--- config.mk ---
export PLATFORM = sky130hd
export DESIGN_NAME = crc32_trailer_check_top_flat
export DESIGN_NICKNAME = d
export VERILOG_FILES = /design/src/design/c32tc_pkg.sv /design/src/design/c32tc_if.sv /design/src/design/crc32_trailer_check_top.sv /design/src/design/c32tc_core.sv /design/src/flat_wrapper.sv
export SDC_FILE = /design/constraint.sdc
export NUM_CORES = 1
export LEC_CHECK = 0
export BUFFER_PORTS_ARGS = -buffer_cell sky130_fd_sc_hd__buf_4
export CORE_MARGIN = 1
export CORE_UTILIZATION = 50
export DETAILED_ROUTE_END_ITERATION = 10
export PLACE_DENSITY = 0.73
export SYNTH_ARGS = -nofsm -noshare
export SYNTH_HDL_FRONTEND = slang
export SYNTH_SLANG_ARGS = --single-unit
--- constraint.sdc ---
create_clock -name clk_i -period 4.3 [get_ports clk_i]
set_input_delay 1.29 -clock clk_i [delete_from_list [all_inputs] [get_ports clk_i]]
set_output_delay 1.29 -clock clk_i [all_outputs]
set_load 0.01 [all_outputs]
--- src/design/c32tc_pkg.sv ---
package c32tc_pkg;

  localparam logic [31:0] CrcPoly = 32'hEDB8_8320;
  localparam logic [31:0] CrcInit = 32'hFFFF_FFFF;
  localparam int unsigned TrailerBytes = 4;

  typedef struct packed {
    logic       valid;
    logic       last;
    logic [7:0] data;
  } step_t;

  typedef struct packed {
    logic [31:0] crc_computed;
    logic [31:0] crc_stored;
    logic        crc_match;
  } result_t;

  // One byte of reflected CRC-32, shifting out the low bit eight times.
  function automatic logic [31:0] crc32_byte_step(input logic [31:0] crc, input logic [7:0] b);
    logic [31:0] c;
    c = crc ^ {24'd0, b};
    for (int k = 0; k < 8; k++) begin
      if (c[0]) begin
        c = (c >> 1) ^ CrcPoly;
      end else begin
        c = c >> 1;
      end
    end
    return c;
  endfunction

endpackage

--- src/design/c32tc_if.sv ---
interface c32tc_in_if;
  logic       valid;
  logic       ready;
  logic [7:0] data_byte;
  logic       last_byte;

  modport source (output valid, output data_byte, output last_byte, input ready);
  modport sink (input valid, input data_byte, input last_byte, output ready);
endinterface

interface c32tc_out_if;
  logic        valid;
  logic        ready;
  logic [31:0] crc_computed;
  logic [31:0] crc_stored;
  logic        crc_match;

  modport source (output valid, output crc_computed, output crc_stored, output crc_match,
                  input ready);
  modport sink (input valid, input crc_computed, input crc_stored, input crc_match,
                output ready);
endinterface

--- src/design/crc32_trailer_check_top.sv ---
// CRC-32 trailer check for an image streamed one byte per word.
// The input channel carries data_byte and last_byte; last_byte marks the final
// byte of the image. The last four bytes are the stored trailer, read as a
// little-endian word; all earlier bytes go through reflected CRC-32.
// The output channel carries one word per image: the computed CRC, the stored
// trailer and a match flag. Images of four bytes or fewer give a computed CRC
// of zero with the bytes in the low part of the trailer.
// Throughput is one byte per cycle unless a final byte waits on a held result:
// the window shift and one bitwise byte step of the CRC fit between the input
// register and the result register. The result of an image is captured from
// the final byte in the input register into the result register as it advances.
// When the receiver stalls with a result held, bytes of the next image keep
// flowing until the next final byte reaches the input register; that byte
// waits there and the input channel deasserts ready.
// Reset clears the valid flags of both registers and returns the CRC, window
// and fill count to their start values; no clearing pass is needed.
module crc32_trailer_check_top (
  input  logic        clk_i,
  input  logic        rst_ni,
  c32tc_in_if.sink    in_i,
  c32tc_out_if.source out_o
);

  logic       in_valid_q;
  logic       in_last_q;
  logic [7:0] in_data_q;
  logic       advance;

  c32tc_pkg::step_t   step;
  c32tc_pkg::result_t result;
  c32tc_pkg::result_t out_q;
  logic               out_valid_q;

  assign advance    = in_valid_q && (!in_last_q || !out_valid_q || out_o.ready);
  assign in_i.ready = !in_valid_q || advance;

  assign step.valid = advance;
  assign step.last  = in_last_q;
  assign step.data  = in_data_q;

  c32tc_core u_core (
    .clk_i    (clk_i),
    .rst_ni   (rst_ni),
    .step_i   (step),
    .result_o (result)
  );

  always_ff @(posedge clk_i or negedge rst_ni) begin
    if (!rst_ni) begin
      in_valid_q <= 1'b0;
    end else if (in_i.ready) begin
      in_valid_q <= in_i.valid;
    end
  end

  always_ff @(posedge clk_i) begin
    if (in_i.ready && in_i.valid) begin
      in_last_q <= in_i.last_byte;
      in_data_q <= in_i.data_byte;
    end
  end

  always_ff @(posedge clk_i or negedge rst_ni) begin
    if (!rst_ni) begin
      out_valid_q <= 1'b0;
    end else if (advance && in_last_q) begin
      out_valid_q <= 1'b1;
    end else if (out_o.ready) begin
      out_valid_q <= 1'b0;
    end
  end

  always_ff @(posedge clk_i) begin
    if (advance && in_last_q) begin
      out_q <= result;
    end
  end

  assign out_o.valid        = out_valid_q;
  assign out_o.crc_computed = out_q.crc_computed;
  assign out_o.crc_stored   = out_q.crc_stored;
  assign out_o.crc_match    = out_q.crc_match;

endmodule

--- src/design/c32tc_core.sv ---
module c32tc_core (
  input  logic               clk_i,
  input  logic               rst_ni,
  input  c32tc_pkg::step_t   step_i,
  output c32tc_pkg::result_t result_o
);

  logic [31:0]     crc_q, crc_d, crc_upd;
  logic [3:0][7:0] win_q, win_d, win_upd;
  logic [2:0]      fill_q, fill_d, fill_upd;

  always_comb begin
    crc_upd  = crc_q;
    win_upd  = win_q;
    fill_upd = fill_q;
    if (fill_q[2]) begin
      // Window is full: the oldest byte leaves it and enters the CRC.
      crc_upd = c32tc_pkg::crc32_byte_step(crc_q, win_q[0]);
      win_upd = {step_i.data, win_q[3], win_q[2], win_q[1]};
    end else begin
      win_upd[fill_q[1:0]] = step_i.data;
      fill_upd = fill_q + 3'd1;
    end

    result_o.crc_computed = crc_upd ^ c32tc_pkg::CrcInit;
    result_o.crc_stored   = win_upd;
    result_o.crc_match    = (result_o.crc_computed == result_o.crc_stored);

    crc_d  = crc_q;
    win_d  = win_q;
    fill_d = fill_q;
    if (step_i.valid) begin
      if (step_i.last) begin
        crc_d  = c32tc_pkg::CrcInit;
        win_d  = '0;
        fill_d = '0;
      end else begin
        crc_d  = crc_upd;
        win_d  = win_upd;
        fill_d = fill_upd;
      end
    end
  end

  always_ff @(posedge clk_i or negedge rst_ni) begin
    if (!rst_ni) begin
      crc_q  <= c32tc_pkg::CrcInit;
      win_q  <= '0;
      fill_q <= '0;
    end else begin
      crc_q  <= crc_d;
      win_q  <= win_d;
      fill_q <= fill_d;
    end
  end

endmodule
--- src/flat_wrapper.sv ---
// flat-port wrapper written by rule: the top's interface ports become plain ports
module crc32_trailer_check_top_flat 
  (clk_i, rst_ni, in_i_valid, in_i_data_byte, in_i_last_byte, in_i_ready, out_o_valid, out_o_crc_computed, out_o_crc_stored, out_o_crc_match, out_o_ready);
  c32tc_in_if in_i_i ();
  c32tc_out_if out_o_i ();
  input  logic clk_i;
  input  logic rst_ni;
  input wire logic [$bits(in_i_i.valid)-1:0] in_i_valid;
  input wire logic [$bits(in_i_i.data_byte)-1:0] in_i_data_byte;
  input wire logic [$bits(in_i_i.last_byte)-1:0] in_i_last_byte;
  output wire logic [$bits(in_i_i.ready)-1:0] in_i_ready;
  output wire logic [$bits(out_o_i.valid)-1:0] out_o_valid;
  output wire logic [$bits(out_o_i.crc_computed)-1:0] out_o_crc_computed;
  output wire logic [$bits(out_o_i.crc_stored)-1:0] out_o_crc_stored;
  output wire logic [$bits(out_o_i.crc_match)-1:0] out_o_crc_match;
  input wire logic [$bits(out_o_i.ready)-1:0] out_o_ready;
  assign in_i_i.valid = in_i_valid;
  assign in_i_i.data_byte = in_i_data_byte;
  assign in_i_i.last_byte = in_i_last_byte;
  assign in_i_ready = in_i_i.ready;
  assign out_o_valid = out_o_i.valid;
  assign out_o_crc_computed = out_o_i.crc_computed;
  assign out_o_crc_stored = out_o_i.crc_stored;
  assign out_o_crc_match = out_o_i.crc_match;
  assign out_o_i.ready = out_o_ready;
  crc32_trailer_check_top u_core (.clk_i(clk_i), .rst_ni(rst_ni), .in_i(in_i_i), .out_o(out_o_i));
endmodule
==> impl_metrics.tcl <==
set metrics [dict create \
    wl_per_cell_microns 22.9 \
    synth_compound_area_share_pct 10.6 \
    ys_seq_elements 143 \
    cts_max_level 4 \
    grt_setup_unrepaired "false" \
    cp.arrival_ns 3.47 \
    ir_drop_uv 497 \
    grt_pass1_vias 5268 \
    port_buffers 79 \
    path_clk_slew_ns 0.06 \
    ant_nets 0 \
    fin_crit_sh_pct 73.6 \
    first_pass_iters 5 \
    powerDensity_nw_per_um2 907 \
    setup_violations 0 \
    fillers 1163 \
    netlist.area_leader.share_pct 29.6 \
    synthArstFlopShare_pct 48.3 \
    required_ns 4.60 \
    fin_crit_ns 3.16 \
    slew_viol_final 0 \
    path_cells "xnor2_2 -> xor2_1 -> xnor3_2 -> xnor2_1 -> mux2i_1 -> xor2_1 -> a2111oi_2 -> and4_1" \
    synth_cell_types 53 \
    r2r_cells 8 \
    setup_tns_ns 0 \
    clock-root-buffer "clkbuf_16" \
    worstReg2RegEnd "u_core.out_o.crc_match" \
    start_util_pct 51.5 \
    die-area_sq_um 15500 \
    hold_path_class "register to register" \
    dp_slack_ns 0.989 \
    hold_path_end "u_core.u_core.win_q[9]" \
    synthesis.area_sq_um 7510 \
    io-pin-count 80 \
    die_h_microns 125 \
    ys_top_cells_by_area "edfxtp_1, dfrtp_1, dfstp_2" \
    reg2reg_from "u_core.u_core.win_q[7]" \
    cts_setup_buffers 0 \
    worstMarginPinSlew_ns 0.995 \
    fp-row-count 44 \
    num_vias 5225 \
    cts_tree "built" \
    die_w_microns 125 \
    ctsHoldBuffers 0 \
    grt.overflow.total 0 \
    drv_cap 0 \
    setup_ws_ns 1.14 \
    max_slew_margin_pct 33.7 \
    hold_viol 0 \
    holdCritStartpoint "u_core.u_core.win_q[9]" \
    layout-drive-gt1-share_pct 29.2 \
    yosys.area.top_type "edfxtp_1" \
    startpoint_type "register" \
    core_area_sq_um 14600 \
    synth-edff-count 74 \
    grt_max_degree 70 \
    syn_nets 620 \
    synth-adder-area-share_pct 0.666 \
    track_usage_pct 27.1 \
    finalClockSkew_ns 0.00854 \
    synth_xor_area_share_pct 16.4 \
    hpwl_microns 13800 \
    crit_type "register to register" \
    cp_max_fo 5 \
    synthCells 603 \
    cts_made_buffers 17 \
    antenna_cells 0 \
    yosys_most_used_dff "edfxtp_1" \
    max_clock_freq_mhz 316 \
    drt_iter0_drc 482 \
    cts.sinks 143 \
    gp_congestion 0.946 \
    fin_total_pwr_w 0.00806 \
    cp_slowest_cell "xnor3_2" \
    grt_pass1_wl_microns 30900 \
    clockBufferDepth 2 \
    yosysSeqAreaShare_pct 53.1 \
    status "complete, no violations" \
    hold_depth 1 \
    synth_mux_area_share_pct 10.2 \
    yosysMostFrequentCell "edfxtp_1" \
    fin_nets 699 \
    synth_top_family_by_area "XOR/XNOR gates" \
    antenna_found_initial 0 \
    vias_per_cell 5.94 \
    max_stage_delay_ns 0.54 \
    drc 0 \
    power_leakage_nw 3.69 \
    crit_path_end_kind "register" \
    yosys-top-cells-count "edfxtp_1, xnor2_1, nor2_1" \
    avgSynthCellArea_sq_um 12.5 \
    rrSetupSlack_ns 1.14 \
    detail_route.wirelength_microns 20200 \
    synth-simple-area-share_pct 5.90 \
    ys_warn_count 0 \
    syn2layout_area_growth_pct 18.3 \
    cts_resized 0 \
    crit_path_frequent_cell "xor2_1" \
    insertion_delay_ns 0.43 \
]
==> registers in the layout, indices dropped and copies added (netlist names) <==
| signal | cells |
|---|---|
| u_core.in_last_q | 1 |
| u_core.in_valid_q | 1 |
| u_core.out_o.crc_stored | 32 |
| u_core.in_data_q | 8 |
| u_core.u_core.fill_q | 3 |
| u_core.out_o.valid | 1 |
| u_core.u_core.crc_q | 32 |
| u_core.out_o.crc_match | 1 |
| u_core.out_o.crc_computed | 32 |
| u_core.u_core.win_q | 32 |
==> worst max-delay path by stage <==
stage               cells after the start                       endpoint                    from
floorplan                               3   u_core.out_o.crc_computed[0]             out_o_ready
global placement                        5    u_core.out_o.crc_stored[21]             out_o_ready
detailed placement                      5  u_core.out_o.crc_computed[13]             out_o_ready
CTS                                     4                     in_i_ready             out_o_ready
global route                            8         u_core.out_o.crc_match  u_core.u_core.win_q[7]
finish                                  8         u_core.out_o.crc_match  u_core.u_core.win_q[7]
==> cell families (layout without fill, tap and decap cells) <==
logic type / Yosys count / after routing
xor+xnor: 101 / 101
buf+inv: 60 / 152
compound gates: 121 / 121
simple gates: 102 / 102
flops: 143 / 143
mux: 72 / 72
fa+ha+maj: 4 / 4
==> per-stage QoR <==
stage / std cells / hold WS, ns / cell area, sq um / utilization, %
global placement: 847 / 0.486 / 8300 / 56.9
global route: 879 / 0.534 / 8890 / 60.9
CTS: 879 / 0.510 / 8890 / 60.9
finish: 879 / 0.508 / 8890 / 60.9
floorplan: 603 / 0.471 / 7510 / -
detailed placement: 847 / 0.491 / 8300 / 56.9
==> routing by layer <==
layer	part of all wire [%]	routed length, microns	GRT usage [%]
met2	46	9260	40.7
met4	4.2	842	14.4
met3	7.8	1570	6.53
met5	0	0	0
met1	42	8490	36.3
==> cell usage in the layout (no fill, tap or decap), drive strengths merged, types with 15 or more instances in the layout <==
cell,synthesis,final
inv,31,32
edfxtp,74,74
dfrtp,37,37
clkbuf,16,19
nand2,31,31
mux2i,47,47
a21oi,41,41
buf,13,89
xnor2,78,78
o21ai,24,24
mux2,25,25
nor2,48,48
a22o,15,15
dfstp,32,32
==> area by class of cell <==
cell class,instances,area (sq um),area share (%)
flip-flops and latches,143,3990,44.9
multi-input cells,400,3300,37.1
repair buffers,89,668,7.52
clock buffers,19,443,4.98
well taps,184,230,2.59
clock inverters,13,140,1.58
inverters,31,116,1.31
==> critical path: cells and delay by family (launching register included) <==
family,cells,cell delay (ns)
XOR/XNOR,5,1.75
flip-flops,1,0.42
AO/OA/AOI/OAI,1,0.32
multiplexers,1,0.30
AND/OR/NAND/NOR,1,0.24
==> power by group <==
group | leakage (nW) | switching (W) | internal, W
sequential | 1.55 | 0.000316 | 0.00191
clock | 0.264 | 0.000598 | 0.000867
combinational | 1.88 | 0.00236 | 0.00200
total | 3.69 | 0.00328 | 0.00478
No activity file was read; power rests on OpenSTA's default activity.
